**config.mk**
```make
export PLATFORM = sky130hd
export DESIGN_NAME = ppse_step
export DESIGN_NICKNAME = d
export VERILOG_FILES = /design/src/hdl/ppse_pkg.sv /design/src/hdl/ppse_step.sv
export SDC_FILE = /design/constraint.sdc
export NUM_CORES = 1
export LEC_CHECK = 0
export BUFFER_PORTS_ARGS = -buffer_cell sky130_fd_sc_hd__buf_2
export CAP_MARGIN = 20
export CORE_AREA = 5 5 269 271
export DETAILED_ROUTE_END_ITERATION = 8
export DIE_AREA = 0 0 274 276
export PLACE_DENSITY = 0.46
export SETUP_SLACK_MARGIN = 0.05
export SLEW_MARGIN = 20
export SYNTH_ARGS = -nofsm -noshare
export SYNTH_HDL_FRONTEND = slang
export SYNTH_SLANG_ARGS = --single-unit
```
**constraint.sdc**
```tcl
create_clock -name vclk -period 15.9
set_input_delay 4.77 -clock vclk [all_inputs]
set_output_delay 4.77 -clock vclk [all_outputs]
set_load 0.05 [all_outputs]
```
**src/hdl/ppse_pkg.sv**
```systemverilog
// Shared types and constants for the particle pool step engine.
// Used by ppse_step, particle_pool_step_engine_top and tb; no dependencies.
package ppse_pkg;

  localparam int unsigned POOL_SIZE = 64;
  localparam int unsigned SLOT_W    = $clog2(POOL_SIZE);
  localparam int unsigned LINK_W    = 7;
  localparam logic [LINK_W-1:0] LINK_NONE = 7'h7F;

  localparam int unsigned IN_DATA_W  = 336;
  localparam int unsigned OUT_DATA_W = 152;

  // Result kinds
  localparam logic [1:0] KIND_SPAWN = 2'd0;
  localparam logic [1:0] KIND_LIVE  = 2'd1;
  localparam logic [1:0] KIND_NONE  = 2'd2;

  // Operation codes
  localparam logic OP_SPAWN = 1'b0;
  localparam logic OP_TICK  = 1'b1;

  typedef struct packed {
    logic [2:0][31:0] pos;
    logic [2:0][31:0] vel;
    logic [2:0][31:0] acc;
    logic [7:0]       opacity;
    logic [7:0]       fade;
    logic [7:0]       life;
    logic [39:0]      app;
  } slot_rec_t;

  typedef struct packed {
    logic      dead;
    slot_rec_t upd;
  } step_res_t;

  typedef enum logic [2:0] {
    ST_IDLE,
    ST_SP_DIV,
    ST_SP_WR,
    ST_SP_RES,
    ST_TK_RD,
    ST_TK_EX,
    ST_TK_FREE,
    ST_TK_END
  } state_e;

endpackage

```
**src/hdl/ppse_step.sv**
```systemverilog
// One tick of a single particle: fade, life count, motion update.
// Depends on ppse_pkg.
module ppse_step (
  input  ppse_pkg::slot_rec_t cur_i,
  output ppse_pkg::step_res_t res_o
);
  import ppse_pkg::*;

  logic [7:0] now;
  logic [7:0] life;

  // Fade and count down
  assign now  = cur_i.opacity - cur_i.fade;
  assign life = cur_i.life - 8'd1;

  // Flag expiry on wrap or end of life; advance position and velocity
  always_comb begin
    res_o.dead = (now > cur_i.opacity) || (life == 8'd0);
    res_o.upd = cur_i;
    res_o.upd.opacity = now;
    res_o.upd.life = life;
    for (int k = 0; k < 3; k++) begin
      res_o.upd.pos[k] = cur_i.pos[k] + cur_i.vel[k];
      res_o.upd.vel[k] = cur_i.vel[k] + cur_i.acc[k];
    end
  end

endmodule

```
==> impl_metrics.yaml, run 1 <==
power:
  pwr-share-seq_pct: 0
  switchingPower_mw: 0.7970
  power_density_nw_per_um2: 77.65
  power.total_mw: 1.094
  power_leakage_nw: 7.385
  power.share.switching_pct: 72.84
  p_int_mw: 0.2971
  combPwrFrac_pct: 100.0
  max-vdd-ir-drop_v: 0.00003542
  clock_power_share_pct: 0
cts:
  post_cts_buffers: 0
  cts_resized: 0
  hold_buffers: 0
drt:
  ant_nets: 0
  routed_via_density: 4.312
  dr.pass1.iters: 4
  drc_errors: 0
  drtIter0Drc: 536
  vias: 12603
  wl_per_cell_um: 16.45
  routed_wl_um: 48080
timing:
  setup_tns_ps: 0
  worst_slack_ps: 3003
  rsz0062_at_grt: "false"
  relSlewSlack_pct: 48.75
  hold_violations: 0
  slew_viol_final: 0
  tightest_slew_ps: 766.8
  finalCritPeriodShare_pct: 81.11
  min_period_ps: 12900
  timing.fmax_ghz: 0.07754
  whs_ps: 9540
  setup_viol: 0
global_route:
  grt_antenna_before_repair: 7
  grt_use_total_pct: 11.56
  grt_overflow: 0
  grt_pass1_vias: 12400
  grt_max_degree: 14
  grt_pass1_wl_um: 71130
finish:
  fin_cells: 2923
  seq_area_um2: 0
  clock_buffers: 0
  layout.nets: 2545
  layout.cells.most_common_list: "buf_2 (625), ha_1 (203), a21oi_1 (163)"
  final_common_cell: "buf_2"
  design_area_um2: 14090
  final_core_util_pct: 20.26
  drive_gt1_share_pct: 32.41
  seq_cell_count: 0
  area_growth_pct: 28.65
placed_design:
  dpl_cell_area_um2: 14080
  post-place-ws_ps: 3013
  port_buffers: 625
  gp_congestion: 0.8858
  placedCellCount: 2921
  dp_hpwl_um: 44040
worst_setup_path:
  cp_max_fo: 4
  worstSetupPathType: "in -> out"
  arrival_ps: 8130
  end_kind: "primary output"
  critPathLaunchType: "input pin"
  crit_required_ps: 11130
logic_synthesis:
  yosysWarningCount: 0
  synthesis.area_um2: 10950
  synth_cell_types: 67
  synthCells: 1524
  syn-num-nets: 2086
  syn_area_per_cell_um2: 7.186
  ys_seq_area_share_pct: 0
die:
  die_y_um: 276
  start_util_pct: 15.75
  die_x_um: 274
  core_area_um2: 69540
  rows: 97
  die_area_um2: 75620
  io_pins: 705
job:
  maxCapViolations: 0
worst_hold_path:
  hold_depth: 0
  hp-class: "in -> out"
status:
  status: "complete, no violations"
routing by layer:
metal	share of wire, %	global-route usage, %	routed length [um]
met5	0.079	0	38
met1	42	14.12	19980
met3	7.1	1.908	3410
met4	1.7	1.746	797
met2	50	21.53	23840
worst max-delay path, cell delays in order:
cell,delay [ps]
buf_2,90
ha_1,170
inv_1,60
fa_1,400
nand2b_1,190
a21oi_1,230
nor2_1,80
o21ai_1,520
a221o_1,350
a31oi_1,170
o311ai_1,470
a311oi_1,180
xnor2_1,160
buf_2,280
final timing paths:
kind | from | endpoint | slack [ps]
setup / recovery | cur_i[160] | res_o[284] | 3000
hold / removal | cur_i[17] | res_o[17] | 9540
logic make-up after synthesis:
group	count (synthesis)	share of synthesized area [%]
compound gates	525	31.08
simple gates	360	16.39
buf+inv	248	13.56
fa+ha+maj	210	24.47
xor+xnor	179	14.32
mux	2	0.1828
final cells by class:
| class | count | area (um^2) |
|---|---|---|
| well taps | 940 | 1176 |
| repair buffers | 628 | 3151 |
| diodes | 2 | 5.005 |
| fillers | 7990 | 55450 |
| multi-input cells | 1276 | 9469 |
| inverters | 77 | 289.0 |
power by group through the flow:
stage / clock network [mW] / registers (mW) / logic, mW
2_1_floorplan: 0 / 0 / 0.853
3_3_place_gp: 0 / 0 / 1.10
3_5_place_dp: 0 / 0 / 1.10
4_1_cts: 0 / 0 / 1.10
5_1_grt: 0.0000000169 / 0 / 1.17
6_report: 0.0000000169 / 0 / 1.09
Yosys cell counts (3+ instances only):
master | number | share of area (%)
ha_1 | 203 | 23
a21oi_1 | 163 | 7.4
buf_4 | 145 | 9.9
xnor2_1 | 117 | 9.4
a21o_1 | 109 | 7.5
nand2_1 | 89 | 3.1
nor2_1 | 79 | 2.7
o21ai_0 | 79 | 3.6
inv_1 | 77 | 2.6
xor2_1 | 62 | 5.0
nand3_1 | 40 | 1.8
o21bai_1 | 27 | 1.9
nor3_1 | 25 | 1.1
clkbuf_1 | 23 | 0.79
nand4_1 | 23 | 1.3
a31oi_1 | 20 | 1.1
nor2b_1 | 20 | 1.1
nand2b_1 | 19 | 1.1
and3_1 | 18 | 1.0
o21a_1 | 18 | 1.2
o211ai_1 | 17 | 1.2
a211oi_1 | 14 | 0.96
and2_1 | 9 | 0.51
a211o_1 | 8 | 0.64
a21boi_0 | 7 | 0.48
a41oi_1 | 7 | 0.56
fa_1 | 7 | 1.3
o21ai_1 | 7 | 0.32
or3_1 | 7 | 0.40
a221o_1 | 6 | 0.55
and4_1 | 6 | 0.48
a2111oi_0 | 5 | 0.40
nor4_1 | 5 | 0.29
or2_2 | 5 | 0.29
a221oi_1 | 4 | 0.32
nor3b_1 | 4 | 0.27
or4_1 | 4 | 0.27
a311oi_1 | 3 | 0.24
nand3b_1 | 3 | 0.21
o22ai_1 | 3 | 0.17
o31ai_1 | 3 | 0.21
(Power assumes the default switching activity.)
==> run 2, diff against run 1 <==
- ABC_AREA: not set -> 1
- CORE_AREA: 5 5 269 271 -> 5 5 273 275
- DIE_AREA: 0 0 274 276 -> 0 0 278 280
- PLACE_DENSITY: 0.46 -> 0.54
- clock period: 15.9 -> 11.35 ns (I/O delays scaled with it)
==> impl_metrics.yaml, run 2 <==
status:
  status: "complete, no violations"
logic_synthesis:
  yosysMostFrequentCell: "nand2_1"
  synth_area_leaders: "nand2_1 (33%), inv_1 (17%), ha_1 (16%)"
  syn_area_per_cell_um2: 4.887
  synthesis.area_um2: 16030
  synth_cell_types: 24
  synthCells: 3281
  synth_top_area_share_pct: 32.75
  ys_seq_area_share_pct: 0
  syn-num-nets: 3843
  synthTopCellsByCount: "nand2_1 (1399), inv_1 (739), nor2_1 (248)"
  yosysWarningCount: 0
  synth_largest_area_cell: "nand2_1"
cts:
  post_cts_buffers: 0
  cts_resized: 0
  hold_buffers: 0
placed_design:
  port_buffers: 625
  dpl_cell_area_um2: 19280
  placedCellCount: 4721
  gp_congestion: 0.9591
  post-place-ws_ps: 2139
  dp_hpwl_um: 65900
finish:
  fin_cells: 4723
  final_core_util_pct: 26.75
  clock_buffers: 0
  layout.cells.most_common_list: "nand2_1 (1399), inv_1 (739), buf_2 (625)"
  fill_cells: 8671
  layout.nets: 4326
  design_area_um2: 19290
  seq_cell_count: 0
  drive_gt1_share_pct: 18.21
  final_common_cell: "nand2_1"
  area_growth_pct: 20.28
  seq_area_um2: 0
drt:
  drc_errors: 0
  ant_nets: 0
  routed_wl_um: 70900
  drtIter0Drc: 1106
  vias: 20283
  routed_via_density: 4.295
  wl_per_cell_um: 15.01
  dr.pass1.iters: 6
worst_hold_path:
  min_from: "cur_i[20]"
  hp-class: "in -> out"
global_route:
  grt_antenna_before_repair: 3
  grt_pass1_wl_um: 104900
  grt_use_total_pct: 16.73
  grt_max_degree: 7
  grt_overflow: 0
  grt_pass1_vias: 19113
worst_setup_path:
  arrival_ps: 5790
  crit_required_ps: 7950
  worstSetupPathType: "in -> out"
  crit_start: "cur_i[56]"
  cp_common_cell: "nand2_1"
  critPathLaunchType: "input pin"
  end_kind: "primary output"
  cp.buffers_inverters: 4
  slowest_delay_ps: 400
  cp_cell_sequence: "buf_2 > inv_1 > ha_1 > inv_1 > fa_1 > nand3_1 > a21oi_1 > o21ai_0 > nand2_1 > xor2_1 > ha_1 > nand2_1 > nor2_1 > nand2_1 > nand3_1 > o21ai_0 > nand2_1 > buf_2"
  crit_family: "adder cells"
  cp_max_fo: 3
  cp_slowest_cell: "fa_1"
power:
  power_leakage_nw: 13.43
  power.total_mw: 1.672
  power_density_nw_per_um2: 86.71
  max-vdd-ir-drop_v: 0.00005608
timing:
  whs_ps: 6810
  finalCritPeriodShare_pct: 81.05
  min_period_ps: 9199
  hold_violations: 0
  tightest_slew_ps: 571.8
  setup_tns_ps: 0
  worst_slack_ps: 2151
  setup_viol: 0
  timing.fmax_ghz: 0.1087
  slew_viol_final: 0
  relSlewSlack_pct: 61.61
  rsz0062_at_grt: "false"
die:
  die_area_um2: 77840
  die_y_um: 280
  io_pins: 705
  start_util_pct: 22.24
  rows: 99
  die_x_um: 278
  core_area_um2: 72090
job:
  maxCapViolations: 0
==> run 2: path summary, 6_finish.rpt <==
kind / to / depth (start not counted)
setup / recovery: res_o[352] / 18
hold / removal: res_o[20] / 0
==> run 2: logic make-up (layout without fill, tap and decap cells) <==
group	Yosys count	after routing	share of synthesized area (%)
xor+xnor	102	102	5.572
compound gates	162	162	5.603
other cells	0	2	0
simple gates	1924	1924	48.07
buf+inv	883	1364	24.04
fa+ha+maj	210	210	16.71
==> run 2: area by class of cell <==
type | count | area, um^2 | area share (%)
Inverter | 739 | 2774 | 14.38
Multi-Input combinational cell | 2398 | 12180 | 63.15
Tap cell | 959 | 1200 | 6.222
Antenna cell | 2 | 5.005 | 0.02595
Timing Repair Buffer | 625 | 3128 | 16.22
==> run 2: power breakdown <==
part           internal (mW)  leakage, nW     total, mW  switching [mW]
combinational          0.416         13.4          1.67            1.26
sequential                 0            0             0               0
clock           0.0000000424    0.0000123  0.0000000425               0
==> run 2: metal layers <==
layer,GRT usage [%],share of wire (%),vias to the layer above
li1,-,-,10643
met1,21.35,44,8981
met2,30.91,49,600
met3,2.030,5.7,55
met4,2.409,1.7,4
met5,0,0.038,-
==> run 3, diff against run 2 <==
- ABC_AREA: 1 -> 0
- CORE_AREA: 5 5 273 275 -> 5 5 272 274
- DIE_AREA: 0 0 278 280 -> 0 0 277 279
- PLACE_DENSITY: 0.54 -> 0.45
- clock period: 11.35 -> 8.8 ns (I/O delays scaled with it)
==> impl_metrics.yaml, run 3 (synthesized netlist as in run 1, its figures left out) <==
die:
  die_area_um2: 77280
  die_y_um: 279
  io_pins: 705
  core_area_um2: 71120
  rows: 98
  start_util_pct: 15.40
  die_x_um: 277
global_route:
  grt_antenna_before_repair: 10
  grt_pass1_vias: 13100
  grt_use_total_pct: 13.64
  grt_overflow: 0
  grt_max_degree: 14
  grt_pass1_wl_um: 82410
power:
  power_density_nw_per_um2: 143.0
  max-vdd-ir-drop_v: 0.00009492
  power.total_mw: 2.054
  power_leakage_nw: 7.545
finish:
  clock_buffers: 0
  seq_area_um2: 0
  layout.cells.most_common_list: "buf_2 (624), ha_1 (203), a21oi_1 (163)"
  fill_cells: 8204
  drive_gt1_share_pct: 33.48
  seq_cell_count: 0
  layout.nets: 2577
  fin_cells: 2968
  design_area_um2: 14360
  final_core_util_pct: 20.20
  area_growth_pct: 31.14
  final_common_cell: "buf_2"
drt:
  drtIter0Drc: 532
  routed_via_density: 4.377
  ant_nets: 0
  drc_errors: 0
  vias: 12992
  dr.pass1.iters: 6
  wl_per_cell_um: 19.50
  routed_wl_um: 57890
status:
  status: "complete, no violations"
timing:
  finalCritPeriodShare_pct: 97.15
  worst_slack_ps: 250.6
  whs_ps: 5280
  setup_tns_ps: 0
  min_period_ps: 8549
  slew_viol_final: 0
  hold_violations: 0
  timing.fmax_ghz: 0.1170
  setup_viol: 0
  tightest_slew_ps: 594.2
  rsz0062_at_grt: "false"
  relSlewSlack_pct: 60.03
worst_setup_path:
  cp_max_fo: 3
  critPathLaunchType: "input pin"
  crit_start: "cur_i[224]"
  arrival_ps: 5910
  worstSetupPathType: "in -> out"
  crit_end: "res_o[254]"
  end_kind: "primary output"
  crit_required_ps: 6160
cts:
  cts_resized: 0
  hold_buffers: 0
  post_cts_buffers: 0
worst_hold_path:
  hp-class: "in -> out"
placed_design:
  placedCellCount: 2963
  gp_congestion: 0.9779
  port_buffers: 625
  post-place-ws_ps: 259.6
  dpl_cell_area_um2: 14350
  dp_hpwl_um: 53720
job:
  maxCapViolations: 0
==> run 3: layer usage <==
metal	part of all wire, %	global-route usage, %	up-vias
met4	1.7	1.924	4
li1	-	-	6436
met3	6.2	2.157	48
met2	51	26.34	547
met1	41	16.22	5957
met5	0.045	0	-
==> run 3: worst min-delay path by stage <==
stage                     cells after the start         to      start
final                                         0  res_o[34]  cur_i[34]
after global routing                          0   res_o[9]   cur_i[9]
after CTS                                     0  res_o[13]  cur_i[13]
after detailed placement                      0  res_o[13]  cur_i[13]
after global placement                        0  res_o[13]  cur_i[13]
after floorplan                               1   res_o[0]   cur_i[0]
==> run 3: cell type report <==
cell class	count	area, um^2	share of cell area, %
Timing Repair Buffer	660	3406	23.71
Multi-Input combinational cell	1276	9467	65.91
Antenna cell	5	12.51	0.08712
Inverter	77	289.0	2.012
Tap cell	950	1189	8.276
==> run 3: critical path: stages <==
cell,delay (ps)
buf_2,100
ha_1,160
inv_1,60
fa_1,390
nor2b_1,170
o21bai_1,100
a21oi_1,360
o211ai_1,200
a211oi_1,260
nor2_1,140
or4_1,540
o21ai_0,300
xor2_1,180
buf_2,280
==> run 3: power by group <==
part | internal, mW | switching (mW) | total (mW)
Clock | 0.0000000760 | 0 | 0.0000000761
Combinational | 0.561 | 1.49 | 2.05
Sequential | 0 | 0 | 0
Total | 0.561 | 1.49 | 2.05
